===== src/rtl/core/mps_pkg.sv =====
// Shared types, constants and helpers of the matrix power unit.
package mps_pkg;

   localparam int MAX_SIZE = 8;
   localparam int CELLS    = MAX_SIZE * MAX_SIZE;
   localparam int ADDR_W   = $clog2(CELLS);
   localparam int CNT_W    = $clog2(CELLS + 1);
   localparam int IDX_W    = $clog2(MAX_SIZE);
   localparam int SIZE_W   = 4;
   localparam int EXP_W    = 32;
   localparam int DATA_W   = 64;
   localparam int HALF_W   = DATA_W / 2;
   localparam int CSR_W    = 32;

   typedef logic signed [DATA_W-1:0] elem_type;
   typedef logic [DATA_W-1:0]        word_type;
   typedef logic [ADDR_W-1:0]        addr_type;
   typedef logic [CNT_W-1:0]         cnt_type;
   typedef logic [IDX_W-1:0]         idx_type;
   typedef logic [SIZE_W-1:0]        size_type;
   typedef logic [EXP_W-1:0]         exp_type;
   typedef logic [CSR_W-1:0]         csr_data_type;

   typedef enum logic [0:0] {
      CSR_MATRIX_SIZE = 1'b0,
      CSR_EXPONENT    = 1'b1
   } csr_index_type;

   typedef enum logic [0:0] {
      OP_ACC_MUL  = 1'b0,
      OP_BASE_SQR = 1'b1
   } op_type;

   typedef enum logic [3:0] {
      ST_LOAD,
      ST_INIT,
      ST_TEST,
      ST_SHIFT,
      ST_MUL,
      ST_FLUSH,
      ST_COPY,
      ST_COPY_END,
      ST_DRAIN
   } state_type;

   typedef struct packed {
      logic     load_we;
      addr_type load_addr;
      logic     init_we;
      addr_type init_addr;
      logic     init_one;
      logic     mul_vld;
      op_type   mul_op;
      addr_type a_addr;
      addr_type b_addr;
      addr_type dst_addr;
      logic     mul_first;
      logic     mul_last;
      logic     copy_vld;
      addr_type copy_addr;
      logic     copy_to_base;
      logic     drain_vld;
      addr_type drain_addr;
      logic     drain_last;
   } cmd_type;

   typedef struct packed {
      logic busy;
      logic drain_ok;
   } status_type;

   // linear position of (row, col) in an n x n row-major matrix
   function automatic addr_type addr_of(idx_type row, idx_type col, size_type n);
      logic [ADDR_W:0] lin;
      lin = (ADDR_W+1)'(row) * (ADDR_W+1)'(n) + (ADDR_W+1)'(col);
      return lin[ADDR_W-1:0];
   endfunction

endpackage


===== src/rtl/core/mps_if.sv =====
// Channel interfaces: element input, result output and register write.
interface mps_req_if;
   logic              valid;
   logic              ready;
   mps_pkg::elem_type element_value;
   modport source (output valid, output element_value, input ready);
   modport sink   (input valid, input element_value, output ready);
endinterface


interface mps_csr_if;
   logic                  valid;
   logic                  ready;
   mps_pkg::csr_index_type index;
   mps_pkg::csr_data_type  data;
   modport source (output valid, output index, output data, input ready);
   modport sink   (input valid, input index, input data, output ready);
endinterface


===== src/rtl/core/mps_ctrl.sv =====
// Sequencer: load count, exponent walk, loop counters and register file.
module mps_ctrl (
   input  logic                 clock,
   input  logic                 reset,
   mps_req_if.sink              req,
   mps_csr_if.sink              csr,
   output mps_pkg::cmd_type     cmd,
   input  mps_pkg::status_type  status
);
   import mps_pkg::*;

   state_type state_ff, state_in;
   size_type  size_ff;
   exp_type   exp_ff;
   exp_type   rem_ff, rem_in;
   cnt_type   cnt_ff, cnt_in;
   idx_type   row_ff, row_in, col_ff, col_in, k_ff, k_in;
   op_type    op_ff, op_in;

   size_type  n;
   size_type  nm1;
   cnt_type   total;
   cnt_type   cnt_inc;
   logic      row_end, col_end, k_end;

   always_comb begin
      if (size_ff == '0) begin
         n = size_type'(1);
      end else if (size_ff > size_type'(MAX_SIZE)) begin
         n = size_type'(MAX_SIZE);
      end else begin
         n = size_ff;
      end
   end

   assign nm1     = n - size_type'(1);
   assign total   = cnt_type'(n) * cnt_type'(n);
   assign cnt_inc = cnt_ff + cnt_type'(1);
   assign row_end = (size_type'(row_ff) == nm1);
   assign col_end = (size_type'(col_ff) == nm1);
   assign k_end   = (size_type'(k_ff) == nm1);
   assign csr.ready = 1'b1;

   // configuration registers
   always_ff @(posedge clock) begin
      if (reset) begin
         size_ff <= size_type'(MAX_SIZE);
         exp_ff  <= exp_type'(1);
      end else if (csr.valid) begin
         case (csr.index)
            CSR_MATRIX_SIZE: size_ff <= csr.data[SIZE_W-1:0];
            CSR_EXPONENT:    exp_ff  <= csr.data[EXP_W-1:0];
            default:         ;
         endcase
      end
   end

   always_ff @(posedge clock) begin
      if (reset) begin
         state_ff <= ST_LOAD;
         cnt_ff   <= '0;
         rem_ff   <= '0;
         row_ff   <= '0;
         col_ff   <= '0;
         k_ff     <= '0;
         op_ff    <= OP_ACC_MUL;
      end else begin
         state_ff <= state_in;
         cnt_ff   <= cnt_in;
         rem_ff   <= rem_in;
         row_ff   <= row_in;
         col_ff   <= col_in;
         k_ff     <= k_in;
         op_ff    <= op_in;
      end
   end

   always_comb begin
      state_in  = state_ff;
      cnt_in    = cnt_ff;
      rem_in    = rem_ff;
      row_in    = row_ff;
      col_in    = col_ff;
      k_in      = k_ff;
      op_in     = op_ff;
      cmd       = '0;
      req.ready = 1'b0;

      case (state_ff)
         ST_LOAD: begin
            req.ready = 1'b1;
            if (req.valid) begin
               cmd.load_we   = 1'b1;
               cmd.load_addr = cnt_ff[ADDR_W-1:0];
               cnt_in        = cnt_inc;
               if (cnt_inc >= total) begin
                  cnt_in   = '0;
                  row_in   = '0;
                  col_in   = '0;
                  state_in = ST_INIT;
               end
            end
         end
         ST_INIT: begin
            // accumulator := identity
            cmd.init_we   = 1'b1;
            cmd.init_addr = addr_of(row_ff, col_ff, n);
            cmd.init_one  = (row_ff == col_ff);
            col_in        = col_ff + idx_type'(1);
            if (col_end) begin
               col_in = '0;
               row_in = row_ff + idx_type'(1);
               if (row_end) begin
                  row_in   = '0;
                  rem_in   = exp_ff;
                  state_in = ST_TEST;
               end
            end
         end
         ST_TEST: begin
            if (rem_ff == '0) begin
               cnt_in   = '0;
               state_in = ST_DRAIN;
            end else if (rem_ff[0]) begin
               op_in    = OP_ACC_MUL;
               row_in   = '0;
               col_in   = '0;
               k_in     = '0;
               state_in = ST_MUL;
            end else begin
               state_in = ST_SHIFT;
            end
         end
         ST_SHIFT: begin
            rem_in = rem_ff >> 1;
            if (rem_ff[EXP_W-1:1] != '0) begin
               op_in    = OP_BASE_SQR;
               row_in   = '0;
               col_in   = '0;
               k_in     = '0;
               state_in = ST_MUL;
            end else begin
               state_in = ST_TEST;
            end
         end
         ST_MUL: begin
            cmd.mul_vld   = 1'b1;
            cmd.mul_op    = op_ff;
            cmd.a_addr    = addr_of(row_ff, k_ff, n);
            cmd.b_addr    = addr_of(k_ff, col_ff, n);
            cmd.dst_addr  = addr_of(row_ff, col_ff, n);
            cmd.mul_first = (k_ff == '0);
            cmd.mul_last  = k_end;
            k_in          = k_ff + idx_type'(1);
            if (k_end) begin
               k_in   = '0;
               col_in = col_ff + idx_type'(1);
               if (col_end) begin
                  col_in = '0;
                  row_in = row_ff + idx_type'(1);
                  if (row_end) begin
                     row_in   = '0;
                     state_in = ST_FLUSH;
                  end
               end
            end
         end
         ST_FLUSH: begin
            if (!status.busy) begin
               cnt_in   = '0;
               state_in = ST_COPY;
            end
         end
         ST_COPY: begin
            cmd.copy_vld     = 1'b1;
            cmd.copy_addr    = cnt_ff[ADDR_W-1:0];
            cmd.copy_to_base = (op_ff == OP_BASE_SQR);
            cnt_in           = cnt_inc;
            if (cnt_inc == total) begin
               cnt_in   = '0;
               state_in = ST_COPY_END;
            end
         end
         ST_COPY_END: begin
            // last copy write lands this cycle
            state_in = (op_ff == OP_ACC_MUL) ? ST_SHIFT : ST_TEST;
         end
         ST_DRAIN: begin
            if (status.drain_ok) begin
               cmd.drain_vld  = 1'b1;
               cmd.drain_addr = cnt_ff[ADDR_W-1:0];
               cmd.drain_last = (cnt_inc == total);
               cnt_in         = cnt_inc;
               if (cnt_inc == total) begin
                  cnt_in   = '0;
                  state_in = ST_LOAD;
               end
            end
         end
         default: begin
            state_in = ST_LOAD;
         end
      endcase
   end
endmodule


===== src/flat_wrapper.sv =====
// flat-port wrapper written by rule: the top's interface ports become plain ports
module mps_ctrl_flat import mps_pkg::*;
  (clock, reset, cmd, status, req_valid, req_element_value, req_ready, csr_valid, csr_index, csr_data, csr_ready);
  mps_req_if req_i ();
  mps_csr_if csr_i ();
  input  logic clock;
  input  logic reset;
  output mps_pkg::cmd_type cmd;
  input  mps_pkg::status_type status;
  input wire logic [$bits(req_i.valid)-1:0] req_valid;
  input wire logic [$bits(req_i.element_value)-1:0] req_element_value;
  output wire logic [$bits(req_i.ready)-1:0] req_ready;
  input wire logic [$bits(csr_i.valid)-1:0] csr_valid;
  input wire logic [$bits(csr_i.index)-1:0] csr_index;
  input wire logic [$bits(csr_i.data)-1:0] csr_data;
  output wire logic [$bits(csr_i.ready)-1:0] csr_ready;
  assign req_i.valid = req_valid;
  assign req_i.element_value = req_element_value;
  assign req_ready = req_i.ready;
  assign csr_i.valid = csr_valid;
  assign csr_i.index = csr_index;
  assign csr_i.data = csr_data;
  assign csr_ready = csr_i.ready;
  mps_ctrl u_core (.clock(clock), .reset(reset), .req(req_i), .csr(csr_i), .cmd(cmd), .status(status));
endmodule

===== config.mk =====
export PLATFORM = sky130hd
export DESIGN_NAME = mps_ctrl_flat
export DESIGN_NICKNAME = d
export VERILOG_FILES = /design/src/rtl/core/mps_pkg.sv /design/src/rtl/core/mps_if.sv /design/src/rtl/core/mps_ctrl.sv /design/src/flat_wrapper.sv
export SDC_FILE = /design/constraint.sdc
export NUM_CORES = 1
export LEC_CHECK = 0
export BUFFER_PORTS_ARGS = -buffer_cell sky130_fd_sc_hd__buf_4
export CORE_AREA = 4 4 127 105
export CTS_BUF_LIST = sky130_fd_sc_hd__clkbuf_2 sky130_fd_sc_hd__clkbuf_4 sky130_fd_sc_hd__clkbuf_8
export DETAILED_ROUTE_END_ITERATION = 10
export DIE_AREA = 0 0 131 109
export PLACE_DENSITY = 0.75
export SLEW_MARGIN = 20
export SYNTH_ARGS = -nofsm -noshare
export SYNTH_HDL_FRONTEND = slang
export SYNTH_SLANG_ARGS = --single-unit

===== constraint.sdc =====
create_clock -name clock -period 8.8 [get_ports clock]
set_input_delay 0.88 -clock clock [delete_from_list [all_inputs] [get_ports clock]]
set_output_delay 0.88 -clock clock [all_outputs]
set_load 0.005 [all_outputs]

==> summary.txt, run 1 <==
Logic synthesis
  – Number of warnings reported in the yosys synthesis log: 0
  – Top FF cell, synth: sky130_fd_sc_hd__dfxtp_1
  – Mean area per synthesized cell: 8.17 um2
  – FFs w/ async S/R, synth: 0
  – Synthesized cell area: 0.00593 mm2
  – Register bit count reported by yosys: 89
  – Number of enable flip-flop cells after synthesis: 0
  – Gate count after technology mapping: 726
  – Proportion of synthesized chip area in sequential cells: 0.301
  – Unique cell type count in the Yosys netlist: 70

Global routing
  – Maximum number of pins on one net before global-route repair: 86
  – Number of antenna violations at the first check in global routing: 0
  – Overflow left after global routing: 0
  – Global-route wire length before repair: 23,500 um
  – Vias in the first global route: 4,934
  – GRT Util Overall: 0.202

Finish
  – Share of cells above drive strength 1: 0.164
  – Commonest non-fill, non-tap cell in the layout: sky130_fd_sc_hd__nand2_1
  – Area delta synth->final: 15.5%
  – Leading cell types in the layout, fill and taps excluded: sky130_fd_sc_hd__nand2_1 (98), sky130_fd_sc_hd__buf_4 (94), sky130_fd_sc_hd__dfxtp_1 (89)
  – Antenna diodes: 0
  – Count of fill cells added during filler insertion: 1,114
  – Number of standard cells in the layout, taps in and fillers out: 940
  – Number of nets in the layout: 937

Placed design
  – Port buffer count: 92
  – Post-placement setup slack: 4.42 ns
  – Total placed cells including tap cells: 924
  – Detailed Place HPWL: 10,300 um
  – Final GP Congestion: 0.866

CTS
  – Post-cts gate resize count: 0
  – Level count of the clock H-tree: 3
  – Total clock sinks: 89
  – CTS clock-pin slew for the worst setup and hold paths: 0.10 ns
  – Hold-fix buffers, CTS: 0
  – CTS tree: built
  – Setup repair bufs after CTS: 0
  – Maximum clock insertion buffer count: 2
  – Clk_lat worst skew: 0.37 ns
  – CTS buffer count: 9
  – Clock Root Buffer: sky130_fd_sc_hd__clkbuf_8

Die
  – Core Area: 0.0120 mm2
  – Vert. Die Dim: 109 um
  – Initial standard-cell utilization of the core: 0.493
  – Die boundary width: 131 um
  – Row cnt: 36
  – Area of the die: 0.0143 mm2
  – Number of I/O pins: 158

Power and ir drop
  – Largest vdd supply drop: 0.112 mV
  – Power per cell area: 119 mW/mm2
  – Static power due to leakage: 3.01 nW

Timing
  – Crit path setup slack, layout: 4.04 ns
  – Crit share post-route: 0.541
  – Fin. max-slew vios: 0
  – Final Critical Period: 4.76 ns
  – Relative slew margins: 0.356
  – Hold violation count in the final report: 0
  – Highest attainable clock frequency: 210 MHz
  – Setup violators final: 0
  – Setup repair after global routing missed its margin: false
  – Clock tree skew after final layout: 0.0152 ns
  – Slew at the pin closest to its max-slew limit: 0.966 ns
  – Sum of negative setup slack: 0 ns

Worst setup path
  – Setup slack of the worst register-to-register path: 4.34 ns
  – Crit-path max FO: 8
  – WP data arrival: 3.88 ns
  – Endpoint required time on the critical path: 7.92 ns
  – Worst reg2reg endpoint: u_core.cnt_ff[2]$_SDFFE_PP0P_
  – Start-to-end type of the worst setup path: reg2out
  – Crit. End Element: output pin
  – Critical path launch point type: flip-flop
  – Reg-to-reg critical path startpoint: u_core.size_ff[3]$_SDFFE_PP1P_
  – Reg2reg path depth: 14

Routing
  – Post-route DRC violation count: 0
  – Via count: 5,167
  – Antenna Violating Nets Remaining: 0
  – Number of search-and-repair iterations in the first detailed-routing pass: 4
  – Sum of routed wire length over all layers: 14,200 um
  – First DRT Iteration DRCs: 509
  – Wire per inst: 15.1 um
  – Number of vias per cell after detailed routing: 5.50

Worst hold path
  – Worst Hold End: u_core.exp_ff[27]$_SDFFE_PP0P_
  – Depth of the worst hold-timing path: 2
  – Hold WC Path Type: reg2reg
  – Start point of the worst min-delay path: u_core.exp_ff[27]$_SDFFE_PP0P_

Flow run
  – Max-cap violations: 0

Outcome
  – Run status: finished, final reports clean
sequential cells by signal (all words and copies together) (netlist names):
signal,count
u_core.cnt_ff,7
u_core.exp_ff,32
u_core.rem_ff,32
u_core.col_ff,3
u_core.size_ff,4
u_core.k_ff,3
u_core.state_ff,4
u_core.op_ff,1
u_core.row_ff,3
power by group:
group	internal, mW	leakage [nW]	switching, mW	total [mW]
registers	0.411	0.722	0.00864	0.420
logic	0.0310	2.17	0.0387	0.0697
clock network	0.171	0.115	0.154	0.325
total	0.614	3.01	0.201	0.815
per-layer routing:
metal,global-route usage,wire length [um],up-vias
met5,0,0,-
met4,0.0463,202,0
met3,0.0357,849,15
met2,0.335,6630,138
met1,0.273,6530,2399
li1,-,-,2615
how the worst max path moves through the flow:
stage	startpoint	endpoint	slack, ns	cells after the start
global route	u_core.size_ff[1]$_SDFFE_PP0P_	cmd[23]	3.86	13
global placement	u_core.size_ff[1]$_SDFFE_PP0P_	cmd[28]	4.47	12
floorplan	u_core.size_ff[1]$_SDFFE_PP0P_	cmd[29]	5.01	11
CTS	u_core.size_ff[1]$_SDFFE_PP0P_	cmd[23]	4.01	13
finish	u_core.size_ff[1]$_SDFFE_PP0P_	cmd[23]	4.04	13
detailed placement	u_core.size_ff[1]$_SDFFE_PP0P_	cmd[23]	4.42	13
stage by stage:
stage / power [mW] / hold WS, ns / util / cell area (um2)
after global routing: 0.845 / 0.482 / 0.569 / 6850
after floorplan: 0.471 / 0.436 / - / 5930
final: 0.815 / 0.462 / 0.569 / 6850
after global placement: 0.496 / 0.442 / 0.550 / 6610
after CTS: 0.822 / 0.463 / 0.569 / 6850
after detailed placement: 0.499 / 0.450 / 0.550 / 6610
synthesized netlist by cell type (2+ instances only):
| master | number | share of area |
|---|---|---|
| sky130_fd_sc_hd__or2_2 | 3 | 0.0032 |
| sky130_fd_sc_hd__xor2_1 | 18 | 0.027 |
| sky130_fd_sc_hd__fa_1 | 10 | 0.034 |
| sky130_fd_sc_hd__and3_1 | 13 | 0.014 |
| sky130_fd_sc_hd__nor2_1 | 82 | 0.052 |
| sky130_fd_sc_hd__ha_1 | 41 | 0.087 |
| sky130_fd_sc_hd__or3_1 | 4 | 0.0042 |
| sky130_fd_sc_hd__nor4_1 | 10 | 0.011 |
| sky130_fd_sc_hd__nand3_1 | 8 | 0.0068 |
| sky130_fd_sc_hd__nor2b_1 | 9 | 0.0095 |
| sky130_fd_sc_hd__o211ai_1 | 2 | 0.0025 |
| sky130_fd_sc_hd__conb_1 | 2 | 0.0013 |
| sky130_fd_sc_hd__and2_1 | 25 | 0.026 |
| sky130_fd_sc_hd__nand4_1 | 4 | 0.0042 |
| sky130_fd_sc_hd__nor4b_1 | 2 | 0.0030 |
| sky130_fd_sc_hd__nor3_1 | 9 | 0.0076 |
| sky130_fd_sc_hd__a211oi_1 | 34 | 0.043 |
| sky130_fd_sc_hd__dfxtp_1 | 89 | 0.30 |
| sky130_fd_sc_hd__nand2_1 | 99 | 0.063 |
| sky130_fd_sc_hd__clkbuf_1 | 35 | 0.022 |
| sky130_fd_sc_hd__and4b_1 | 2 | 0.0034 |
| sky130_fd_sc_hd__buf_2 | 9 | 0.0076 |
| sky130_fd_sc_hd__o41ai_1 | 2 | 0.0030 |
| sky130_fd_sc_hd__inv_1 | 32 | 0.020 |
| sky130_fd_sc_hd__xnor2_1 | 12 | 0.018 |
| sky130_fd_sc_hd__or4_1 | 3 | 0.0038 |
| sky130_fd_sc_hd__a21oi_1 | 53 | 0.045 |
| sky130_fd_sc_hd__a31oi_1 | 2 | 0.0021 |
| sky130_fd_sc_hd__nand3b_1 | 2 | 0.0025 |
| sky130_fd_sc_hd__a31o_2 | 2 | 0.0030 |
| sky130_fd_sc_hd__nand2b_1 | 5 | 0.0053 |
| sky130_fd_sc_hd__o21ai_0 | 10 | 0.0084 |
| sky130_fd_sc_hd__a21o_1 | 10 | 0.013 |
| sky130_fd_sc_hd__xnor3_1 | 3 | 0.011 |
| sky130_fd_sc_hd__nor3b_1 | 4 | 0.0051 |
| sky130_fd_sc_hd__mux2i_1 | 40 | 0.068 |
| sky130_fd_sc_hd__buf_6 | 3 | 0.0057 |
logic make-up after synthesis:
| family | count (synthesis) | synth area share |
|---|---|---|
| AO/OA/AOI/OAI | 135 | 0.154 |
| AND/OR/NAND/NOR | 294 | 0.241 |
| flip-flops | 89 | 0.301 |
| XOR/XNOR | 33 | 0.0557 |
| buffers and inverters | 81 | 0.0576 |
| other | 2 | 0.00127 |
| adder cells (fa/ha/maj) | 51 | 0.120 |
| multiplexers | 41 | 0.0694 |
final cells by class:
cell class              count  area [um2]  area share
multi-input cells         557        3820       0.557
flip-flops and latches     89        1780       0.260
repair buffers             94         706       0.103
well taps                 152         190      0.0278
clock buffers              10         138      0.0201
inverters                  32         120      0.0175
clock inverters             6        96.3      0.0141
critical path, stage by stage (launching register included):
cell                       delay, ns
sky130_fd_sc_hd__dfxtp_1        0.38
sky130_fd_sc_hd__o21ba_2        0.25
sky130_fd_sc_hd__nor2_1         0.55
sky130_fd_sc_hd__nand2_1        0.17
sky130_fd_sc_hd__fa_1           0.55
sky130_fd_sc_hd__inv_1          0.04
sky130_fd_sc_hd__ha_1           0.21
sky130_fd_sc_hd__fa_1           0.39
sky130_fd_sc_hd__xnor2_1        0.34
sky130_fd_sc_hd__nand2b_1       0.18
sky130_fd_sc_hd__nor2_1         0.06
sky130_fd_sc_hd__xor2_1         0.19
sky130_fd_sc_hd__nor2_1         0.06
sky130_fd_sc_hd__buf_4          0.15
(Power assumes the default switching activity.)
==> inputs of run 2 (changes only) <==
==> constraint.sdc (replaced) <==
create_clock -name clock -period 4.7 [get_ports clock]
set_input_delay 0.47 -clock clock [delete_from_list [all_inputs] [get_ports clock]]
set_output_delay 0.47 -clock clock [all_outputs]
set_load 0.005 [all_outputs]
==> run 2 against run 1 <==
Combinational power is 92% higher. Clock-buffer cell count unchanged. Non-clock buffer count is 3 higher. Register-to-register slack worse by 3.7 ns. Clock skew fell by 0.0024 ns. Flip-flop and latch count unchanged. Core utilization down 0.25 points. Clock power grew 50%. Hold slack got worse by 0.11 ns. Power grew 73%.
==> summary.txt, run 2 (synthesized netlist as in run 1, its figures left out) <==
Outcome
  – Run status: finished, final reports clean

CTS
  – CTS clock-pin slew for the worst setup and hold paths: 0.08 ns
  – Post-cts gate resize count: 0
  – Clock Root Buffer: sky130_fd_sc_hd__clkbuf_8
  – Clk_lat worst skew: 0.35 ns
  – Level count of the clock H-tree: 3
  – CTS buffer count: 9
  – Hold-fix buffers, CTS: 0
  – Total clock sinks: 89
  – Maximum clock insertion buffer count: 2
  – CTS tree: built
  – Setup repair bufs after CTS: 0

Finish
  – Largest registers in the final layout: u_core.exp_ff (32), u_core.rem_ff (32), u_core.cnt_ff (7)
  – Number of nets in the layout: 940
  – Share of cells above drive strength 1: 0.167
  – Area delta synth->final: 15.0%
  – Count of fill cells added during filler insertion: 1,074
  – Number of standard cells in the layout, taps in and fillers out: 943
  – Leading cell types in the layout, fill and taps excluded: sky130_fd_sc_hd__nand2_1 (98), sky130_fd_sc_hd__buf_4 (97), sky130_fd_sc_hd__dfxtp_1 (89)
  – Antenna diodes: 0
  – Area of all placed cells without fillers: 0.00682 mm2
  – Commonest non-fill, non-tap cell in the layout: sky130_fd_sc_hd__nand2_1

Timing
  – Crit share post-route: 0.904
  – Hold violation count in the final report: 0
  – Final Critical Period: 4.25 ns
  – Clock tree skew after final layout: 0.0128 ns
  – Setup repair after global routing missed its margin: false
  – Sum of negative setup slack: 0 ns
  – Slew at the pin closest to its max-slew limit: 0.953 ns
  – Fin. max-slew vios: 0
  – Setup violators final: 0
  – Relative slew margins: 0.359
  – Highest attainable clock frequency: 235 MHz
  – Final hold slack: 0.355 ns

Worst hold path
  – Hold WC Path Type: in2reg

Worst setup path
  – Start-to-end type of the worst setup path: reg2out
  – Crit-path max FO: 7
  – Endpoint required time on the critical path: 4.23 ns
  – WP data arrival: 3.78 ns
  – Crit. End Element: output pin
  – Worst path slowest cell: sky130_fd_sc_hd__fa_1
  – Critical path launch point type: flip-flop
  – Crit path max-delay family: adder cells
  – Cell occurring most often along the worst timing path: sky130_fd_sc_hd__nor2_1
  – Chain of cells forming the critical path: o21ba_2 > nor2_1 > nand2_1 > fa_1 > inv_1 > ha_1 > fa_1 > xnor2_1 > nand2b_1 > nor2_1 > xor2_1 > nor2_1 > buf_4
  – Largest stage delay on the critical path: 0.55 ns
  – Total buffers and inverters traversed by the critical path: 2

Routing
  – Number of search-and-repair iterations in the first detailed-routing pass: 5
  – Wire per inst: 15.1 um
  – Post-route DRC violation count: 0
  – Sum of routed wire length over all layers: 14,300 um
  – First DRT Iteration DRCs: 448
  – Antenna Violating Nets Remaining: 0
  – Via count: 5,217
  – Number of vias per cell after detailed routing: 5.53

Placed design
  – Cell area after placement: 0.00663 mm2
  – Detailed Place HPWL: 10,400 um
  – Port buffer count: 92
  – Final GP Congestion: 0.864
  – Total placed cells including tap cells: 927

Power and ir drop
  – Power per cell area: 207 mW/mm2
  – Largest vdd supply drop: 0.165 mV
  – Static power due to leakage: 2.99 nW

Die
  – Area of the die: 0.0143 mm2
  – Core Area: 0.0120 mm2
  – Number of I/O pins: 158
  – Row cnt: 36
  – Die boundary width: 131 um
  – Initial standard-cell utilization of the core: 0.493
  – Vert. Die Dim: 109 um

Global routing
  – Vias in the first global route: 4,999
  – Number of antenna violations at the first check in global routing: 0
  – GRT Util Overall: 0.200
  – Overflow left after global routing: 0
  – Global-route wire length before repair: 23,500 um
  – Maximum number of pins on one net before global-route repair: 86

Flow run
  – Max-cap violations: 0
==> run 2: tightest hold or removal path: stages <==
cell and delay (ns):
sky130_fd_sc_hd__buf_4 0.09, sky130_fd_sc_hd__mux2i_1 0.06, sky130_fd_sc_hd__nand2_1 0.05
==> run 2: layout make-up <==
cell class | instances | area [um2] | area share
multi-input combinational | 557 | 3820 | 0.560
timing repair buffer | 97 | 728 | 0.107
clock buffer | 10 | 131 | 0.0193
tap | 152 | 190 | 0.0279
inverter | 32 | 120 | 0.0176
clock inverter | 6 | 50.0 | 0.00734
sequential | 89 | 1780 | 0.261
==> run 2: through the flow <==
| stage | power, mW | utilization | worst slack, ns |
|---|---|---|---|
| final | 1.41 | 0.567 | 0.450 |
| after global routing | 1.46 | 0.567 | 0.147 |
| after floorplan | 0.882 | - | 1.02 |
| after CTS | 1.42 | 0.567 | 0.359 |
| after global placement | 0.931 | 0.552 | 0.766 |
| after detailed placement | 0.936 | 0.552 | 0.616 |
==> run 2: worst paths after layout <==
check                                 start                             end  slack, ns  depth (start not counted)
max          u_core.size_ff[1]$_SDFFE_PP0P_                         cmd[23]       0.45                         13
min                             csr_data[3]  u_core.size_ff[3]$_SDFFE_PP1P_       0.36                          3
max reg2reg  u_core.size_ff[3]$_SDFFE_PP1P_   u_core.cnt_ff[4]$_SDFFE_PP0P_       0.60                         14
min reg2reg  u_core.exp_ff[24]$_SDFFE_PP0P_  u_core.exp_ff[24]$_SDFFE_PP0P_       0.46                          2
==> run 2: per-layer routing <==
layer,vias to the layer above,wire [um],track usage
met1,2435,6680,0.278
met2,148,6730,0.331
met3,6,788,0.0318
li1,2628,-,-
met4,0,80,0.0419
met5,-,0,0
==> run 2: power by group <==
| part | total (mW) | switching (mW) | internal (mW) |
|---|---|---|---|
| registers | 0.785 | 0.0152 | 0.770 |
| clock network | 0.489 | 0.285 | 0.204 |
| logic | 0.134 | 0.0745 | 0.0596 |
| total | 1.41 | 0.375 | 1.03 |
